## config.mk

```make
export PLATFORM = sky130hd
export DESIGN_NAME = pnpt_fifo
export DESIGN_NICKNAME = d
export VERILOG_FILES = /design/src/pnpt_pkg.sv /design/src/pnpt_fifo.sv
export SDC_FILE = /design/constraint.sdc
export NUM_CORES = 1
export LEC_CHECK = 0
export ABC_AREA = 1
export BUFFER_PORTS_ARGS = -buffer_cell sky130_fd_sc_hd__buf_4
export CELL_PAD_IN_SITES_DETAIL_PLACEMENT = 1
export CELL_PAD_IN_SITES_GLOBAL_PLACEMENT = 2
export CORE_MARGIN = 1.5
export CORE_UTILIZATION = 34
export DETAILED_ROUTE_END_ITERATION = 6
export PLACE_DENSITY = 0.76
export SYNTH_ARGS = -nofsm -noshare
export SYNTH_HDL_FRONTEND = slang
export SYNTH_SLANG_ARGS = --single-unit
```

## constraint.sdc

```tcl
create_clock -name aclk -period 5.75 [get_ports aclk]
set_input_delay 1.15 -clock aclk [delete_from_list [all_inputs] [get_ports aclk]]
set_output_delay 1.15 -clock aclk [all_outputs]
set_load 0.03 [all_outputs]
```

## src/pnpt_pkg.sv

```systemverilog
`timescale 1ns / 1ps

package pnpt_pkg;

    localparam int ADDR_W = 16;

    localparam logic [1:0] MODE_TIME   = 2'd0;
    localparam logic [1:0] MODE_SAMPLE = 2'd1;
    localparam logic [1:0] MODE_READ   = 2'd2;

    localparam logic [2:0] REG_START_TIME  = 3'd0;
    localparam logic [2:0] REG_END_TIME    = 3'd1;
    localparam logic [2:0] REG_THR_ENABLE  = 3'd2;
    localparam logic [2:0] REG_THRESHOLD   = 3'd3;
    localparam logic [2:0] REG_EXPONENT    = 3'd4;
    localparam logic [2:0] REG_NODE_COUNT  = 3'd5;

    localparam logic signed [31:0] S32_MIN = 32'sh8000_0000;
    localparam logic signed [31:0] S32_MAX = 32'sh7FFF_FFFF;
    localparam logic signed [63:0] S64_MIN = 64'sh8000_0000_0000_0000;
    localparam logic signed [63:0] S64_MAX = 64'sh7FFF_FFFF_FFFF_FFFF;

    typedef struct packed {
        logic signed [31:0] start_time;
        logic signed [31:0] end_time;
        logic               thr_enable;
        logic signed [31:0] threshold;
        logic [2:0]         exponent;
        logic [10:0]        node_count;
    } cfg_t;

    // span is the frame step for samples and the window length for reads
    typedef struct packed {
        logic               is_read;
        logic [ADDR_W-1:0]  addr;
        logic signed [31:0] sample;
        logic               integ;
        logic signed [32:0] span;
        logic               node_ok;
        logic               mean_ok;
        logic [9:0]         node;
    } cmd_t;

endpackage

```

## src/pnpt_fifo.sv

```systemverilog
`timescale 1ns / 1ps

module pnpt_fifo (
    input  logic            aclk,
    input  logic            aresetn,
    input  logic            push,
    input  pnpt_pkg::cmd_t  push_data,
    output logic            full,
    input  logic            pop,
    output pnpt_pkg::cmd_t  pop_data,
    output logic            empty
);

    pnpt_pkg::cmd_t ent_reg [2];
    logic       wp_reg, wp_next;
    logic       rp_reg, rp_next;
    logic [1:0] cnt_reg, cnt_next;

    assign full     = (cnt_reg == 2'd2);
    assign empty    = (cnt_reg == 2'd0);
    assign pop_data = ent_reg[rp_reg];

    always_comb begin
        wp_next  = push ? ~wp_reg : wp_reg;
        rp_next  = pop ? ~rp_reg : rp_reg;
        cnt_next = cnt_reg + 2'(push) - 2'(pop);
    end

    always_ff @(posedge aclk) begin
        if (!aresetn) begin
            wp_reg  <= 1'b0;
            rp_reg  <= 1'b0;
            cnt_reg <= 2'd0;
        end else begin
            wp_reg  <= wp_next;
            rp_reg  <= rp_next;
            cnt_reg <= cnt_next;
        end
    end

    always_ff @(posedge aclk) begin
        if (push) begin
            ent_reg[wp_reg] <= push_data;
        end
    end

endmodule

```

==> results.rst <==
.. list-table::
   :header-rows: 1

   * - Metric
     - Value
   * - Initial core utilization
     - 0.347
   * - Count of final setup violators
     - 0
   * - Worst Slack Setup Final
     - 2.34 ns
   * - Largest area contributor in the synthesized netlist
     - edfxtp_1
   * - Category of cells accounting for the largest share of critical-path delay
     - buffers and inverters
   * - Antenna fix cells
     - 0
   * - Element type at the critical path end
     - output pin
   * - Internal Power
     - 2490 µW
   * - Portion of total power attributed to combinational logic
     - 0.141
   * - Final count of pins violating max slew
     - 0
   * - Synth Warn #
     - 0
   * - VDD IR max
     - 0.195 mV
   * - Max Used Layer
     - met4
   * - Wire length on met3
     - 1140 µm
   * - Top-Level Pins
     - 196
   * - Num CTS Buffers
     - 17
   * - Post-place setup slack
     - 2.69 ns
   * - Fin Hold WS
     - 0.497 ns
   * - Clock-pin slew on the worst setup and hold paths
     - 0.07 ns
   * - Placement Rows
     - 53
   * - Area of the placeable core
     - 21000 µm²
   * - Flop pwr share
     - 0.509
   * - Startpoint types
     - flop
   * - Compound-gate portion of the synthesized area
     - 0.000686
   * - CP Cell Sequence
     - buf_4 > mux2_2 > buf_4
   * - Remaining DRCs
     - 0
   * - Mapped Nets
     - 430
   * - Critical setup path kind
     - reg -> out
   * - Final Non-Filler Cells
     - 824
   * - Worst slew pin tran
     - 0.776 ns
   * - RSZ-0062 raised after global routing
     - no
   * - Synthesized-area fraction occupied by adder cells
     - 0.00343
   * - Starting DRT DRC Count
     - 178
   * - ANT nets after route
     - 0
   * - Wire length of the first global-routing pass
     - 22300 µm
   * - Top achievable clock speed
     - 293 MHz
   * - Type of the most critical hold path
     - reg -> reg
   * - Post-synthesis cell type count
     - 13
   * - Routed length on met2
     - 7490 µm
   * - Vias per Instance
     - 4.46
   * - Critical path buffers and inverters
     - 2
   * - Die ar.
     - 22300 µm²
   * - Number of buffers on the longest clock path
     - 2
   * - Setup bufs post-CTS
     - 0
   * - Longest individual stage delay on the worst path
     - 0.65 ns
   * - Worst path slowest cell
     - buf_4
   * - Gate Count Post-Synth
     - 329
   * - Post-layout total power
     - 3280 µW
   * - P per Cell Area
     - 341 nW/µm²
   * - Static leakage power
     - 0.00370 µW
   * - Switching part of the total
     - 0.240
   * - Number of max-capacitance violations reported
     - 0
   * - Initial antenna violation count
     - 0
   * - Number of flip-flops in the largest register
     - 190
   * - Clock share of power
     - 0.350
   * - Total number of H-tree levels
     - 4
   * - Dominant combinational cell family by area after synthesis
     - multiplexers
   * - Count of TritonRoute iterations in the first routing pass
     - 4
   * - Placer's final routability congestion estimate
     - 0.707
   * - Flops & latches, synth
     - 195
   * - Vias after detailed routing
     - 3672
   * - Multiplexer share of the synthesized area
     - 0.172
   * - Post-detailed-routing wire length
     - 14800 µm
   * - Synthesized-area fraction occupied by xor and xnor cells
     - 0
   * - Sink count of the clock tree
     - 195
   * - Combined area of all synthesized cells
     - 7290 µm²
   * - Psw
     - 789 µW
   * - Remaining max-slew budget at the tightest pin
     - 0.482
   * - Die Wd
     - 149 µm
   * - TritonCTS clock tree
     - built
   * - Area share of the leading cell type in the synthesized netlist
     - 0.783
   * - Setup skew after layout
     - 0.00574 ns
   * - Met1 WL
     - 5940 µm
   * - Final period util
     - 0.594
   * - Number of gates given a new drive strength after cts
     - 0
   * - Global route total overflow
     - 0
   * - Setup TNS
     - 0 ns
   * - Fraction of layout instances using a drive strength above 1
     - 0.592
   * - Clock period minus final worst setup slack
     - 3.41 ns
   * - Mean Syn Cell Area
     - 22.2 µm²
   * - CP Data Required Time
     - 4.60 ns
   * - GR Util All Layers
     - 0.135
   * - Final #Nets
     - 637
   * - Clock root cell
     - clkbuf_16
   * - Via count of the first global-routing pass
     - 4123
   * - Per-cell routed wire length
     - 18.0 µm
   * - Arrival time of data at the critical path endpoint
     - 2.26 ns
   * - Number of fill cells in the layout
     - 2006
   * - Outcome
     - complete, no violations
   * - Top post-synthesis cells by area
     - edfxtp_1, mux2_4, mux2_2
   * - Maximum fanout count along the critical path
     - 44
   * - Most frequent cell on the critical path
     - buf_4
   * - Pin count of the biggest net entering global routing
     - 73
   * - Number of buffers added on ports
     - 195
   * - Basic-gate share of the synthesized area counting and, or, nand and nor cells
     - 0.00944
   * - Placed Cells
     - 792
   * - Sequential share of the synthesized area
     - 0.796
   * - # hold bufs at CTS
     - 0
   * - Placed wire-length estimate
     - 10200 µm
   * - Number of hold violations in the final report
     - 0
   * - Area growth from synthesis to layout
     - 31.9%
   * - Die boundary height
     - 149 µm
   * - Worst-Skew Late Latency
     - 0.42 ns
==> synthesized netlist by cell type <==
| cell | number |
|---|---|
| ha_1 | 2 |
| mux2_4 | 50 |
| buf_6 | 6 |
| dfxtp_1 | 5 |
| buf_2 | 4 |
| buf_8 | 1 |
| nor2_1 | 9 |
| inv_1 | 7 |
| nand3_1 | 1 |
| edfxtp_1 | 190 |
| mux2_2 | 45 |
| a21oi_1 | 1 |
| nand2_1 | 8 |
==> metrics by stage <==
stage / instance area (µm²) / util
6_report: 9620 / 0.458
5_1_grt: 9620 / 0.458
4_1_cts: 9620 / 0.458
3_5_place_dp: 9050 / 0.431
3_3_place_gp: 9050 / 0.431
2_1_floorplan: 7290 / -
==> tightest hold or removal path, cell delays in order, from the launching register on <==
cell and delay, ns:
dfxtp_1 0.33, nor2_1 0.06, nor2_1 0.08
==> path summary, 6_finish.rpt <==
kind                            start                  endpoint  slack (ns)  depth (start not counted)
setup / recovery                 flop              pop_data[31]        2.34                          3
hold / removal    rp_reg$_SDFFE_PN0P_                      flop        0.50                          2
setup reg to reg  wp_reg$_SDFFE_PN0P_  ent_reg[1][54]$_DFFE_PP_        3.67                          3
hold reg to reg   rp_reg$_SDFFE_PN0P_                      flop        0.50                          2
==> area by class of cell <==
class / instances / area, µm² / share of cell area
inverter: 7 / 28.8 / 0.00299
clock inverter: 12 / 130 / 0.0135
multi-input combinational: 116 / 1360 / 0.142
timing repair buffer: 199 / 1510 / 0.157
tap: 275 / 344 / 0.0358
clock buffer: 20 / 437 / 0.0454
sequential: 195 / 5810 / 0.604
==> routing by layer <==
metal,global-route usage,up-vias
met4,0.0535,0
li1,-,1694
met1,0.157,1825
met3,0.0497,18
met2,0.226,135
met5,0,-
==> cells in the final DEF, fill, tap and decap left out, types with 2 or more instances in the layout <==
master / n
buf_4: 198
bufinv_16: 2
clkbuf_1: 3
clkbuf_16: 17
clkinv_2: 3
clkinv_4: 2
dfxtp_1: 4
edfxtp_1: 190
ha_1: 2
inv_1: 6
inv_6: 3
mux2_2: 45
mux2_4: 50
nand2_1: 8
nor2_1: 8
==> power by group through the flow <==
| stage | clock, µW | sequential, µW | combinational (µW) |
|---|---|---|---|
| floorplan | 0 | 1700 | 288 |
| global placement | 0 | 1700 | 459 |
| detailed placement | 0 | 1700 | 469 |
| CTS | 1180 | 1670 | 470 |
| global route | 1240 | 1680 | 489 |
| finish | 1150 | 1670 | 462 |
==> kinds of logic after synthesis <==
group,count (synthesis)
AO/OA/AOI/OAI,1
buffers and inverters,18
AND/OR/NAND/NOR,18
multiplexers,95
adder cells (fa/ha/maj),2
flip-flops,195
No activity file was read; power rests on OpenSTA's default activity.
