===== src/pnpt_pkg.sv =====
`timescale 1ns / 1ps

package pnpt_pkg;

    localparam int ADDR_W = 16;

    localparam logic [1:0] MODE_TIME   = 2'd0;
    localparam logic [1:0] MODE_SAMPLE = 2'd1;
    localparam logic [1:0] MODE_READ   = 2'd2;

    localparam logic [2:0] REG_START_TIME  = 3'd0;
    localparam logic [2:0] REG_END_TIME    = 3'd1;
    localparam logic [2:0] REG_THR_ENABLE  = 3'd2;
    localparam logic [2:0] REG_THRESHOLD   = 3'd3;
    localparam logic [2:0] REG_EXPONENT    = 3'd4;
    localparam logic [2:0] REG_NODE_COUNT  = 3'd5;

    localparam logic signed [31:0] S32_MIN = 32'sh8000_0000;
    localparam logic signed [31:0] S32_MAX = 32'sh7FFF_FFFF;
    localparam logic signed [63:0] S64_MIN = 64'sh8000_0000_0000_0000;
    localparam logic signed [63:0] S64_MAX = 64'sh7FFF_FFFF_FFFF_FFFF;

    typedef struct packed {
        logic signed [31:0] start_time;
        logic signed [31:0] end_time;
        logic               thr_enable;
        logic signed [31:0] threshold;
        logic [2:0]         exponent;
        logic [10:0]        node_count;
    } cfg_t;

    // span is the frame step for samples and the window length for reads
    typedef struct packed {
        logic               is_read;
        logic [ADDR_W-1:0]  addr;
        logic signed [31:0] sample;
        logic               integ;
        logic signed [32:0] span;
        logic               node_ok;
        logic               mean_ok;
        logic [9:0]         node;
    } cmd_t;

endpackage


===== src/pnpt_front.sv =====
`timescale 1ns / 1ps

module pnpt_front #(
    parameter int NODES = 1024
) (
    input  logic               aclk,
    input  logic               aresetn,
    input  pnpt_pkg::cfg_t     cfg,
    input  logic               enable,
    input  logic               s_valid,
    output logic               s_ready,
    input  logic [1:0]         s_mode,
    input  logic signed [31:0] s_frame_time,
    input  logic signed [31:0] s_sample_value,
    input  logic [9:0]         s_read_node,
    input  logic               q_full,
    output logic               q_push,
    output pnpt_pkg::cmd_t     q_data
);

    localparam int MW = pnpt_pkg::ADDR_W;

    logic signed [31:0] cur_t_reg, cur_t_next;
    logic signed [31:0] prior_t_reg, prior_t_next;
    logic signed [31:0] first_t_reg, first_t_next;
    logic               open_reg, open_next;
    logic               seen_reg, seen_next;
    logic               integ_reg, integ_next;
    logic               stopped_reg, stopped_next;
    logic [10:0]        cnt_reg, cnt_next;
    logic               below;
    logic signed [32:0] win_len;

    assign s_ready = enable && !q_full;
    assign below   = (cnt_reg < cfg.node_count) && (int'(cnt_reg) < NODES);
    assign win_len = 33'(cur_t_reg) - 33'(first_t_reg);

    always_comb begin
        cur_t_next   = cur_t_reg;
        prior_t_next = prior_t_reg;
        first_t_next = first_t_reg;
        open_next    = open_reg;
        seen_next    = seen_reg;
        integ_next   = integ_reg;
        stopped_next = stopped_reg;
        cnt_next     = cnt_reg;
        q_push       = 1'b0;
        q_data       = '0;
        if (s_valid && s_ready) begin
            case (s_mode)
                pnpt_pkg::MODE_TIME: begin
                    if (!stopped_reg) begin
                        if (s_frame_time >= $signed(cfg.end_time)) begin
                            stopped_next = 1'b1;
                        end else begin
                            prior_t_next = cur_t_reg;
                            cur_t_next   = s_frame_time;
                            integ_next   = seen_reg && (cur_t_reg >= $signed(cfg.start_time));
                            seen_next    = 1'b1;
                            if (!open_reg && (s_frame_time >= $signed(cfg.start_time))) begin
                                first_t_next = s_frame_time;
                                open_next    = 1'b1;
                            end
                            cnt_next = '0;
                        end
                    end
                end
                pnpt_pkg::MODE_SAMPLE: begin
                    if (!stopped_reg && below) begin
                        cnt_next = cnt_reg + 11'd1;
                        if (open_reg) begin
                            q_push         = 1'b1;
                            q_data.is_read = 1'b0;
                            q_data.addr    = MW'(cnt_reg);
                            q_data.sample  = s_sample_value;
                            q_data.integ   = integ_reg;
                            q_data.span    = 33'(cur_t_reg) - 33'(prior_t_reg);
                        end
                    end
                end
                pnpt_pkg::MODE_READ: begin
                    q_push         = 1'b1;
                    q_data.is_read = 1'b1;
                    q_data.addr    = MW'(s_read_node);
                    q_data.node    = s_read_node;
                    q_data.node_ok = int'(s_read_node) < NODES;
                    q_data.mean_ok = open_reg && (win_len != 33'sd0);
                    q_data.span    = win_len;
                end
                default: begin
                end
            endcase
        end
    end

    always_ff @(posedge aclk) begin
        if (!aresetn) begin
            cur_t_reg   <= '0;
            prior_t_reg <= '0;
            first_t_reg <= '0;
            open_reg    <= 1'b0;
            seen_reg    <= 1'b0;
            integ_reg   <= 1'b0;
            stopped_reg <= 1'b0;
            cnt_reg     <= '0;
        end else begin
            cur_t_reg   <= cur_t_next;
            prior_t_reg <= prior_t_next;
            first_t_reg <= first_t_next;
            open_reg    <= open_next;
            seen_reg    <= seen_next;
            integ_reg   <= integ_next;
            stopped_reg <= stopped_next;
            cnt_reg     <= cnt_next;
        end
    end

endmodule


===== config.mk =====
export PLATFORM = sky130hd
export DESIGN_NAME = pnpt_front
export DESIGN_NICKNAME = d
export VERILOG_FILES = /design/src/pnpt_pkg.sv /design/src/pnpt_front.sv
export SDC_FILE = /design/constraint.sdc
export NUM_CORES = 1
export LEC_CHECK = 0
export ABC_AREA = 1
export BUFFER_PORTS_ARGS = -buffer_cell sky130_fd_sc_hd__buf_2
export CORE_UTILIZATION = 56
export DETAILED_ROUTE_END_ITERATION = 6
export PLACE_DENSITY = 0.82
export SLEW_MARGIN = 20
export SYNTH_ARGS = -nofsm -noshare
export SYNTH_HDL_FRONTEND = slang
export SYNTH_SLANG_ARGS = --single-unit

===== constraint.sdc =====
create_clock -name aclk -period 3.6 [get_ports aclk]
set_input_delay 0.54 -clock aclk [delete_from_list [all_inputs] [get_ports aclk]]
set_output_delay 0.54 -clock aclk [all_outputs]
set_load 0.1 [all_outputs]

==> run summary <==
The run finished, with violations left. The checks that failed: DRC. The most used flip-flop cell after synthesis is sky130_fd_sc_hd__dfxtp_1. The most common cell in the netlist is sky130_fd_sc_hd__nand2_1.

The arrival time at the worst endpoint is roughly 3.0 ns. The clock sink count came out at about 110. Prior to clock tree synthesis, the placed netlist has a worst setup slack of between 0.1 and 0.15 ns. The slew of the pin with the lowest slew margin came out at 0.724 ns. In the post-synthesis netlist, the biggest area contributors are sky130_fd_sc_hd__nand2_1, sky130_fd_sc_hd__dfxtp_1, sky130_fd_sc_hd__ha_1, sky130_fd_sc_hd__inv_1, sky130_fd_sc_hd__a21oi_1. The total overflow left after global routing is 0. The mapped cell area came out at 12600 µm².

The initial utilization of the core area, before any placement, comes to a little under three fifths. The number of hold buffers added after cts came out at 0. The clock share of power came out at 28.4%. The internal power contribution is ~2300 µW.

The boundary pin count is between 200 and 300. The count of cell types in the netlist came out at 48. The number of hold-slack violations in the final timing report came to 0.

Once detail routing completed, the nets flagged for antenna violations numbered 0. The level count of the clock H-tree is 3. The worst-skew pair later-pin latency is approximately 0.37 ns.

The violation count after the first detailed-routing iteration came out at 1164. The final core utilization came out at 73.2%. In this run, synthesis produced a sequential element count of 111.

At the end of the flow, the number of nets in the layout was roughly 2.8k. The area of the die is around 23000 µm². The number of I/O port buffers came out at roughly 250.

The total length of routed wires is roughly 40000 µm. The floorplan die width is between 150 and 200 µm. The number of antenna violations at the first check in global routing is 0. For flop-to-flop paths, the worst setup slack is around 1.2 ns. The number of detailed-routing iterations run before antenna repair is 7. The share of Yosys cell area claimed by the top area cell type came out at approximately 18%. The first global-routing pass estimated approximately 64000 µm of wire. The non-filler instance count after layout came out at around 2.7k. The height of the chip came out at 152 µm. The worst register-to-register path ends at cnt_reg[1]. After detailed routing, the number of vias per cell comes to ~5.4. The number of endpoints failing setup at the final stage came out at 0.

The ratio of final minimum period to clock period is around 97%. The number of remaining DRC errors is 24. The number of cells on the worst reg-to-reg path is 11. The number of placed instances with taps included is approximately 2.6k. The number of synthesized flops with an enable pin came out at 0. The area added between synthesis and finish came out at 27.4%.

The sequential share of the synthesized area is roughly 18%. The largest total area in the synthesized netlist belongs to sky130_fd_sc_hd__nand2_1. The number of max-capacitance violations reported came out at 0. The sum of internal, switching and leakage power came out at 3780 µW. VDD sags by at most 0.000213 V. The power density over the cells came out at about 240 nW/µm². The clock transition at the registers of the reported paths is 0.09 ns.

The row count is 54. The setup path with the least slack is of type reg -> out. The final worst slack is approximately 0.11 ns. The endpoint type of the worst setup path is an output pin. The via count is approximately 14k.

The proportion of power drawn by combinational gates came out at 38.4%. The analysis attributes to cell leakage a power of between 0.008 and 0.009 µW. The number of buffers between clock root and the deepest sink is 2. The startpoint identified for the worst hold timing path is s_frame_time[24]. Across the routed clock network, the largest skew measured is approximately 0.017 ns.

Of all flip-flops after synthesis, the portion carrying an async set or reset was 0%. In this run the standard cell core region covers ~22000 µm². The global-route total usage across every layer is 33.7%. By count the netlist is led by sky130_fd_sc_hd__nand2_1, sky130_fd_sc_hd__inv_1, sky130_fd_sc_hd__nor2_1.

The part of the total power dissipated in sequential elements is about a third. The largest fanout on the critical path is 5. In this run the worst hold path is classified as in -> reg. Net switching is 40.3% of the power. The clock tree from TritonCTS is done.

The cell count after synthesis is between 2k and 2.5k. The average wire length per cell after detail routing came out at 14.8 µm. The cell sitting at the root of the clock tree is a sky130_fd_sc_hd__clkbuf_16. The wire-length estimate of the detail-placed layout is ~32000 µm. Along the worst hold path, the cell count comes to 3. STA classifies the critical path startpoint as a flip-flop. Entering global routing, the biggest net connects 73 pins. Clock tree synthesis inserted a total of 9 buffers. The number of global-route vias before repair is 13.6k.

The mean post-synth cell area came out at a little under 6 µm². The upper clock frequency limit came out at between 0.2 and 0.3 GHz. The total count of max-transition violations in the final report is 0. The fraction of final layout cells with drive strength greater than 1 is around 17%. The reg-to-reg startpoint is cnt_reg[2].

The total negative setup slack is 0 ns. The Yosys step of the flow raised 0 warnings. Counting I/O delays and the setup requirement, the final critical path takes roughly 3.5 ns. Fill cells in the final layout number around 1.9k. The worst relative slew slack came out at 51.7%.

The analysis attributes to net switching a power of 1520 µW. The placer's final routability congestion estimate came out at 0.978. The path with the worst hold slack has its endpoint at cur_t_reg[24]. The worst path required time is 3.06 ns.

The number of antenna diodes in the final layout is 0.
## worst max-delay path by stage
stage / from / to / slack (ns) / cells after the start
floorplan: cfg[6] / q_data[68] / -0.17 / 11
global placement: cur_t_reg[0] / q_data[42] / 0.23 / 15
detailed placement: cur_t_reg[0] / q_data[42] / 0.14 / 15
CTS: cur_t_reg[0] / q_data[42] / 0.02 / 15
global route: first_t_reg[9] / q_data[10] / -0.008 / 18
finish: cur_t_reg[0] / q_data[32] / 0.11 / 17
## routing by layer
metal  vias to the layer above  routed length, µm  track usage (%)
li1                       7354                  -                -
met1                      6456              17600             45.3
met2                       551              18300             57.1
met3                        60               2890             2.80
met4                         0                783             10.7
met5                         -                  0                0
## repair_timing
action,4_1_cts,5_1_grt
setup endpoints to repair,10,18
gates cloned,0,0
setup buffers,6,2
pin swaps,4,6
resized for setup,10,46
## logic make-up after synthesis
group,synth area share [%]
simple gates,34.6
buf+inv,12.5
compound gates,15.9
fa+ha+maj,17.8
flops,17.6
xor+xnor,1.53
other cells,0.0297
## power by group through the flow
stage / Sequential, µW / Combinational, µW / Clock, µW
after floorplan: 1280 / 1010 / 0
after global placement: 1290 / 1350 / 0
after detailed placement: 1290 / 1390 / 0
after CTS: 1260 / 1410 / 1070
after global routing: 1260 / 1630 / 1120
final: 1260 / 1450 / 1070
## cell type report
class                           instances  area (µm²)  share of cell area (%)
Multi-Input combinational cell       1655        9220                    57.4
Clock buffer                           10         239                    1.49
Inverter                              330        1240                    7.73
Sequential cell                       111        2240                    13.9
Tap cell                              280         350                    2.18
Clock inverter                          6        67.6                   0.421
Timing Repair Buffer                  274        2710                    16.8
## cells in the final DEF, fill, tap and decap left out, drive strengths merged, types with 3 or more instances in the layout
master  netlist  final
xor2         15     15
nand4        22     22
buf          39    274
conb          1      6
o211ai        5      5
a21o          3      3
nor3         17     17
nor2        306    306
nand2       601    601
or2           3      3
nor4          3      3
nand3       102    102
dfxtp       111    111
o21ai        84     84
o21a         11     11
o21bai        9      9
ha          176    176
nand3b       14     14
inv         329    333
clkinv        1      3
xnor2         7      7
a21oi       245    245
clkbuf       24     10
a31oi         7      7
o22ai         4      4
## metrics by stage
stage,area [µm²],hold slack (ns)
global route,16100,0.465
detailed placement,15500,0.453
floorplan,12900,0.433
finish,16100,0.451
CTS,15900,0.449
global placement,15500,0.442
## worst max-delay path, stage by stage, from the launching register on
cell and delay [ns]:
sky130_fd_sc_hd__dfxtp_2 0.36, sky130_fd_sc_hd__inv_4 0.06, sky130_fd_sc_hd__ha_4 0.16, sky130_fd_sc_hd__fa_2 0.33
sky130_fd_sc_hd__inv_2 0.07, sky130_fd_sc_hd__nand2_2 0.07, sky130_fd_sc_hd__o21ai_4 0.20, sky130_fd_sc_hd__buf_6 0.13
sky130_fd_sc_hd__buf_4 0.09, sky130_fd_sc_hd__buf_4 0.09, sky130_fd_sc_hd__buf_4 0.09, sky130_fd_sc_hd__buf_4 0.09
sky130_fd_sc_hd__nand4_1 0.08, sky130_fd_sc_hd__nand2_1 0.14, sky130_fd_sc_hd__xor2_1 0.15, sky130_fd_sc_hd__nand2_1 0.07
sky130_fd_sc_hd__a21oi_2 0.20, sky130_fd_sc_hd__buf_12 0.20
(Power assumes the default switching activity.)
